### config.mk
export PLATFORM = sky130hd
export DESIGN_NAME = lowest_free_unit_timed_allocator
export DESIGN_NICKNAME = d
export VERILOG_FILES = /design/src/sv/lfta_pkg.sv /design/src/sv/lfta_end_mem.sv /design/src/sv/lfta_scan.sv /design/src/sv/lowest_free_unit_timed_allocator.sv
export SDC_FILE = /design/constraint.sdc
export NUM_CORES = 1
export LEC_CHECK = 0
export BUFFER_PORTS_ARGS = -buffer_cell sky130_fd_sc_hd__buf_4
export CORE_UTILIZATION = 60
export CTS_CLUSTER_DIAMETER = 40
export DETAILED_ROUTE_END_ITERATION = 10
export GPL_ROUTABILITY_DRIVEN = 0
export PLACE_DENSITY = 0.78
export RECOVER_POWER = 50
export SYNTH_ARGS = -nofsm -noshare
export SYNTH_HDL_FRONTEND = slang
export SYNTH_SLANG_ARGS = --single-unit
### constraint.sdc
create_clock -name clk -period 7.9 [get_ports clk]
set_input_delay 0 -clock clk [delete_from_list [all_inputs] [get_ports clk]]
set_output_delay 0 -clock clk [all_outputs]
set_load 0.1 [all_outputs]
### src/sv/lfta_pkg.sv
// shared types and constants for the lowest free unit timed allocator
// no dependencies; imported by lfta_scan and the top level
package lfta_pkg;

  localparam int TAG_W = 16;
  localparam int UNIT_W = 5;
  localparam int CFG_W = 5;
  localparam logic [CFG_W-1:0] NUM_TAXIS_RESET = 5'd16;

  localparam int OUT_BITS = TAG_W + 1 + UNIT_W;
  localparam int OUT_W = ((OUT_BITS + 7) / 8) * 8;
  localparam int OUT_PAD = OUT_W - OUT_BITS;

  typedef enum logic [1:0] {
    ST_IDLE,
    ST_SCAN,
    ST_TAIL,
    ST_COMMIT
  } state_t;

  typedef struct packed {
    logic init;
    logic cmp;
    logic commit;
  } scan_ctl_t;

endpackage

### src/sv/lfta_end_mem.sv
// end time store, one write port and one registered read port
// depends on nothing; used by the top level
module lfta_end_mem #(
  parameter int DEPTH = 16,
  parameter int WIDTH = 33,
  localparam int AW = (DEPTH > 1) ? $clog2(DEPTH) : 1
) (
  input  logic             clk,
  input  logic             we,
  input  logic [AW-1:0]    waddr,
  input  logic [WIDTH-1:0] wdata,
  input  logic             re,
  input  logic [AW-1:0]    raddr,
  output logic [WIDTH-1:0] rdata
);

  logic [WIDTH-1:0] mem [DEPTH];

  always_ff @(posedge clk) begin
    if (we) begin
      mem[waddr] <= wdata;
    end
  end

  always_ff @(posedge clk) begin
    if (re) begin
      rdata <= mem[raddr];
    end
  end

endmodule

### src/sv/lfta_scan.sv
// busy bits, release compare and lowest free unit pick
// depends on lfta_pkg; used by the top level
module lfta_scan import lfta_pkg::*; #(
  parameter int MAX_UNITS = 16,
  parameter int TIME_WIDTH = 32,
  localparam int IDX_W = (MAX_UNITS > 1) ? $clog2(MAX_UNITS) : 1,
  localparam int ACT_W = (IDX_W + 1 > CFG_W) ? IDX_W + 1 : CFG_W
) (
  input  logic                  clk,
  input  logic                  rst,
  input  scan_ctl_t             ctl,
  input  logic [IDX_W-1:0]      cmp_idx,
  input  logic [TIME_WIDTH:0]   end_rdata,
  input  logic [TIME_WIDTH-1:0] start_time,
  input  logic [ACT_W-1:0]      active_lim,
  output logic                  found,
  output logic [IDX_W-1:0]      pick
);

  logic [MAX_UNITS-1:0] busy;
  logic                 release_hit;
  logic                 free_now;
  logic                 in_service;

  assign release_hit = busy[cmp_idx] && (end_rdata <= {1'b0, start_time});
  assign free_now    = !busy[cmp_idx] || release_hit;
  assign in_service  = ACT_W'(cmp_idx) < active_lim;

  always_ff @(posedge clk) begin
    if (rst) begin
      busy <= '0;
    end else begin
      if (ctl.cmp && release_hit) begin
        busy[cmp_idx] <= 1'b0;
      end
      if (ctl.commit && found) begin
        busy[pick] <= 1'b1;
      end
    end
  end

  always_ff @(posedge clk) begin
    if (rst) begin
      found <= 1'b0;
    end else if (ctl.init) begin
      found <= 1'b0;
    end else if (ctl.cmp && !found && free_now && in_service) begin
      found <= 1'b1;
    end
  end

  always_ff @(posedge clk) begin
    if (ctl.cmp && !found && free_now && in_service) begin
      pick <= cmp_idx;
    end
  end

endmodule

### src/sv/lowest_free_unit_timed_allocator.sv
// lowest free unit timed allocator, top level with sequencer and stream ports
// depends on lfta_pkg, lfta_end_mem and lfta_scan
//
// Each request word carries a tag, a start time and a duration. The block walks
// the unit table one entry a cycle through a single end time comparator: busy
// units whose end time is at or before the start time are freed, and the lowest
// free unit below num_taxis is granted until start plus duration. The next request
// is accepted only once the last one is committed, since the one
// read port of the end time memory is walked once per request; the answer word
// (tag, granted, unit number, 0 when nothing was free) waits in an output
// register so the next request can be taken while it is pending. All units are
// free after reset; num_taxis resets to 16 and may only be written while idle.
module lowest_free_unit_timed_allocator import lfta_pkg::*; #(
  parameter int MAX_UNITS = 16,
  parameter int TIME_WIDTH = 32,
  localparam int IN_BITS = TAG_W + 2 * TIME_WIDTH,
  localparam int IN_W = ((IN_BITS + 7) / 8) * 8
) (
  input  logic             clk,
  input  logic             rst,
  input  logic             cfg_valid,
  output logic             cfg_ready,
  input  logic [CFG_W-1:0] cfg_data,   // num_taxis
  input  logic             s_tvalid,
  output logic             s_tready,
  input  logic [IN_W-1:0]  s_tdata,    // request_tag, start_time, duration
  output logic             m_tvalid,
  input  logic             m_tready,
  output logic [OUT_W-1:0] m_tdata     // echo_tag, granted, unit_number
);

  localparam int IDX_W = (MAX_UNITS > 1) ? $clog2(MAX_UNITS) : 1;
  localparam int ACT_W = (IDX_W + 1 > CFG_W) ? IDX_W + 1 : CFG_W;
  localparam int END_W = TIME_WIDTH + 1;
  localparam logic [IDX_W-1:0] LAST_IDX = IDX_W'(MAX_UNITS - 1);

  state_t state, state_next;

  logic [CFG_W-1:0]      num_taxis;
  logic [TAG_W-1:0]      req_tag;
  logic [TIME_WIDTH-1:0] start_time;
  logic [END_W-1:0]      end_time;
  logic [ACT_W-1:0]      active_lim;
  logic [IDX_W-1:0]      idx;
  logic [IDX_W-1:0]      cmp_idx;
  logic                  cmp_valid;
  logic [END_W-1:0]      end_rdata;
  logic                  found;
  logic [IDX_W-1:0]      pick;

  logic                  accept;
  logic                  issue;
  logic                  commit_go;
  scan_ctl_t             ctl;

  logic [TAG_W-1:0]      echo_tag;
  logic                  granted;
  logic [UNIT_W-1:0]     unit_number;

  logic [TIME_WIDTH-1:0] in_start;
  logic [TIME_WIDTH-1:0] in_dur;

  assign in_start = s_tdata[TAG_W +: TIME_WIDTH];
  assign in_dur   = s_tdata[TAG_W + TIME_WIDTH +: TIME_WIDTH];

  // config register
  assign cfg_ready = 1'b1;

  always_ff @(posedge clk) begin
    if (rst) begin
      num_taxis <= NUM_TAXIS_RESET;
    end else if (cfg_valid && cfg_ready) begin
      num_taxis <= cfg_data;
    end
  end

  // sequencer
  always_ff @(posedge clk) begin
    if (rst) begin
      state <= ST_IDLE;
    end else begin
      state <= state_next;
    end
  end

  always_comb begin
    state_next = state;
    case (state)
      ST_IDLE: begin
        if (s_tvalid) state_next = ST_SCAN;
      end
      ST_SCAN: begin
        if (idx == LAST_IDX) state_next = ST_TAIL;
      end
      ST_TAIL: begin
        state_next = ST_COMMIT;
      end
      ST_COMMIT: begin
        if (!m_tvalid || m_tready) state_next = ST_IDLE;
      end
      default: begin
        state_next = ST_IDLE;
      end
    endcase
  end

  always_comb begin
    s_tready  = 1'b0;
    issue     = 1'b0;
    commit_go = 1'b0;
    case (state)
      ST_IDLE:   s_tready  = 1'b1;
      ST_SCAN:   issue     = 1'b1;
      ST_COMMIT: commit_go = !m_tvalid || m_tready;
      default: begin
        s_tready = 1'b0;
      end
    endcase
  end

  assign accept     = s_tvalid && s_tready;
  assign ctl.init   = accept;
  assign ctl.cmp    = cmp_valid;
  assign ctl.commit = commit_go;

  // request capture
  always_ff @(posedge clk) begin
    if (accept) begin
      req_tag    <= s_tdata[TAG_W-1:0];
      start_time <= in_start;
      end_time   <= END_W'(in_start) + END_W'(in_dur);
      if (ACT_W'(num_taxis) > ACT_W'(MAX_UNITS)) begin
        active_lim <= ACT_W'(MAX_UNITS);
      end else begin
        active_lim <= ACT_W'(num_taxis);
      end
    end
  end

  // table walk address and compare stage
  always_ff @(posedge clk) begin
    if (rst) begin
      idx       <= '0;
      cmp_valid <= 1'b0;
    end else begin
      cmp_valid <= issue;
      if (accept) begin
        idx <= '0;
      end else if (issue && idx != LAST_IDX) begin
        idx <= idx + IDX_W'(1);
      end
    end
  end

  always_ff @(posedge clk) begin
    if (issue) begin
      cmp_idx <= idx;
    end
  end

  lfta_end_mem #(
    .DEPTH (MAX_UNITS),
    .WIDTH (END_W)
  ) u_end_mem (
    .clk   (clk),
    .we    (commit_go && found),
    .waddr (pick),
    .wdata (end_time),
    .re    (issue),
    .raddr (idx),
    .rdata (end_rdata)
  );

  lfta_scan #(
    .MAX_UNITS  (MAX_UNITS),
    .TIME_WIDTH (TIME_WIDTH)
  ) u_scan (
    .clk        (clk),
    .rst        (rst),
    .ctl        (ctl),
    .cmp_idx    (cmp_idx),
    .end_rdata  (end_rdata),
    .start_time (start_time),
    .active_lim (active_lim),
    .found      (found),
    .pick       (pick)
  );

  // answer register
  always_ff @(posedge clk) begin
    if (rst) begin
      m_tvalid <= 1'b0;
    end else if (commit_go) begin
      m_tvalid <= 1'b1;
    end else if (m_tready) begin
      m_tvalid <= 1'b0;
    end
  end

  always_ff @(posedge clk) begin
    if (commit_go) begin
      echo_tag <= req_tag;
      granted  <= found;
      if (found) begin
        unit_number <= UNIT_W'(ACT_W'(pick) + ACT_W'(1));
      end else begin
        unit_number <= '0;
      end
    end
  end

  assign m_tdata = {{OUT_PAD{1'b0}}, unit_number, granted, echo_tag};

endmodule
==> metrics.md <==
| Metric | Value |
|---|---|
| Worst r2r path cells | 8 |
| Max Buffers Root-to-Sink | 3 |
| Setup crit end kind | flop |
| Multi-input gate area | 7279 um2 |
| Antenna violations before repair | 0 |
| Synth area leader | edfxtp_1 |
| H-tree depth | 3 |
| Final period utilization | 58.04% |
| Congestion Overflow GR | 0 |
| Register Area | 20,940 um2 |
| Synth unique cells | 68 |
| Worst-Margin Slew | 3.451 ns |
| Yosys Warn Count | 0 |
| Critical Path Start Type | flop |
| Period minus WS final | 4.585 ns |
| Die Footprint | 48,490 um2 |
| Hold Path Depth | 3 |
| R2R Setup Slk | 3.31 ns |
| FILL cells | 2,672 |
| Final hold violations | 0 |
| Setup-violating endpoint count in the final report | 0 |
| Starting density of the core | 61.10% |
| Clock skew | 0.01485 ns |
| Residual DRC | 9 |
| Worst EP required | 8.45 ns |
| DIE WIDTH | 220.2 um |
| DIE HEIGHT | 220.2 um |
| EDFF count, synth | 677 |
| Source of the worst register-to-register timing path | state[1] |
| RSZ-0062 raised after global routing | no |
| # nets final | 1,871 |
| CTS Sinks | 707 |
| Critical path arrival | 5.14 ns |
| Avg Cell Area, Syn | 19.92 um2 |
| # IOs | 117 |
| Critical path class | flop to flop |
| Core Rows | 79 |
| IO buf count | 113 |
| Register bit total from synthesis | 707 |
| Mapped Cells | 1,434 |
| Worst vdd ir | 0.1956 mV |
| Reg-to-reg endpoint | idx[3] |
| Fraction of layout cells with a size suffix above 1 | 24.52% |
| Worst setup margin | 3.315 ns |
| Worst-path fanout max | 38 |
| Largest net degree at the start of global routing | 67 |
| Failing checks | design-rule violations, max-capacitance violations, max-slew violations |
| Drt wl/cell | 27.57 um |
| Post-Syn Area | 28,570 um2 |
| Number of max-cap violations | 4 |
| CTS tree | built |
| Vias per cell | 6.365 |
| Area Overhead vs Synth | 18.64% |
| WHS | 0.01692 ns |
| Vias in the first global route | 15,460 |
| ANT nets after route | 0 |
| Worst slew margin | -130.1% |
| Post-synth top flop | edfxtp_1 |
| Status | finished with violations |
| Clk_lat worst skew | 0.62 ns |
| Hold EP | end_time[26] |
| Final core utilization | 72.49% |
| Final HPWL DP | 34,020 um |
| Core ar. | 46,750 um2 |
| DR iter-0 viols | 1,636 |
| CTS root buffer | clkbuf_16 |
| Static Leak | 0.01130 uW |
| GRT Overall Usage | 28.39% |
| Synth top area cells | edfxtp_1 (71%), mux4_2 (13%), ha_1 (3.3%) |
| Wire length of the first global-routing pass | 97,080 um |
| Drt first pass iters | 8 |
| Commonest non-fill, non-tap cell in the layout | edfxtp_1 |
| Number of antenna diodes | 0 |
| Yosys top cell area share | 71.17% |
| Vias | 15,150 |
| Final TNS setup | 0 ns |
| FMAX | 218.1 MHz |
| Sequential share of the synthesized area | 73.27% |
| Setup Buffers After CTS | 0 |
| Commonest cells after routing, fill and taps aside | edfxtp_1 (677), mux4_2 (170), dlygate4sd3_1 (97), clkbuf_16 (91), ha_1 (76) |
| Total CTS buffers | 88 |
| CTS clk-pin slew, worst paths | 0.06 ns |
| Worst Hold Class | primary input to flop |
| Asr flop ratio synth | 0% |
| P per Cell Area | 303.4 nW/um2 |
| Hold Startpoint | s_tdata[74] |
| Final Slew Violations | 145 |
| Routed Wire Length | 65,640 um |
| Dpl ws | 4.480 ns |
## power breakdown
group	switching [uW]	internal, uW
combinational	784	609
clock	1560	2400
sequential	305	4630
total	2650	7630
## synthesized netlist by cell type (5+ instances only)
| library cell | instances |
|---|---|
| edfxtp_1 | 677 |
| mux4_2 | 170 |
| ha_1 | 76 |
| nor2_1 | 68 |
| inv_1 | 55 |
| a21oi_1 | 35 |
| clkbuf_1 | 30 |
| dfxtp_1 | 30 |
| nand2_1 | 30 |
| xnor2_1 | 24 |
| a21o_1 | 22 |
| a211oi_1 | 17 |
| nor3_1 | 14 |
| o21ai_0 | 13 |
| buf_1 | 12 |
| nor2b_1 | 11 |
| nand3_1 | 10 |
| and3_1 | 9 |
| xor2_1 | 9 |
| nand2b_1 | 7 |
| nand4_1 | 7 |
| buf_2 | 6 |
| mux2i_1 | 6 |
| a31oi_1 | 5 |
| and2_1 | 5 |
| o211ai_1 | 5 |
| o21a_1 | 5 |
## area by class of cell
cell class              count  share of cell area, %
inverters                  55                 0.6091
well taps                 607                  2.241
clock buffers             103                  6.882
flip-flops and latches    707                  61.77
clock inverters            57                  1.713
repair buffers            235                  5.301
multi-input cells         617                  21.48
## worst max-delay path: stages, from the launching register on
cell and delay (ns):
dfxtp_1 0.34, inv_1 0.09, ha_1 0.14, clkbuf_1 2.43
inv_1 0.21, a31oi_1 0.71, nand4_1 0.21, xor2_1 0.28
nor2_1 0.10
## what timing repair did
action                    4_1_cts  5_1_grt
hold buffers                   97        0
resized for setup               0        0
hold endpoints to repair      104        0
## cells by family after synthesis
group           after synthesis  share of synthesized area [%]
flops                       707                          73.27
simple gates                182                          3.206
mux                         176                          13.61
compound gates              146                          3.859
buf+inv                     111                          1.616
fa+ha+maj                    77                          3.399
xor+xnor                     33                          1.012
other cells                   2                        0.02629
## flip-flops by register name (all words and copies together), names as in the netlist, 5 cells and up
name / cells
u_scan.busy: 16
req_tag: 16
num_taxis: 5
u_end_mem.mem: 528
start_time: 32
u_end_mem.rdata: 33
unit_number: 5
active_lim: 5
end_time: 33
echo_tag: 16
## per-layer routing
metal  wire [um]  GRT usage (%)  share of wire, %
met5           0              0                 0
met4        2003          10.02               3.1
met3        5560          5.553               8.5
met2       32710          46.57                50
met1       25370          38.45                39
## how the worst max path moves through the flow
stage	from	cells past startpoint	slack, ns	to
2_1_floorplan	m_tvalid	7	3.84	u_scan.busy[3]
3_3_place_gp	idx[0]	4	4.55	u_end_mem.rdata[20]
3_5_place_dp	idx[0]	4	4.48	u_end_mem.rdata[22]
4_1_cts	idx[0]	4	4.47	u_end_mem.rdata[22]
5_1_grt	state[1]	8	3.03	idx[3]
6_report	state[1]	8	3.31	idx[3]
## through the flow
stage,area (um2),total power (uW),cells
finish,33890,10280,2381
global route,33890,10630,2381
CTS,34110,10330,2381
detailed placement,30230,6348,2124
global placement,30230,6286,2124
floorplan,28570,5913,1435
Note: power is estimated with default switching activity, not from simulation.
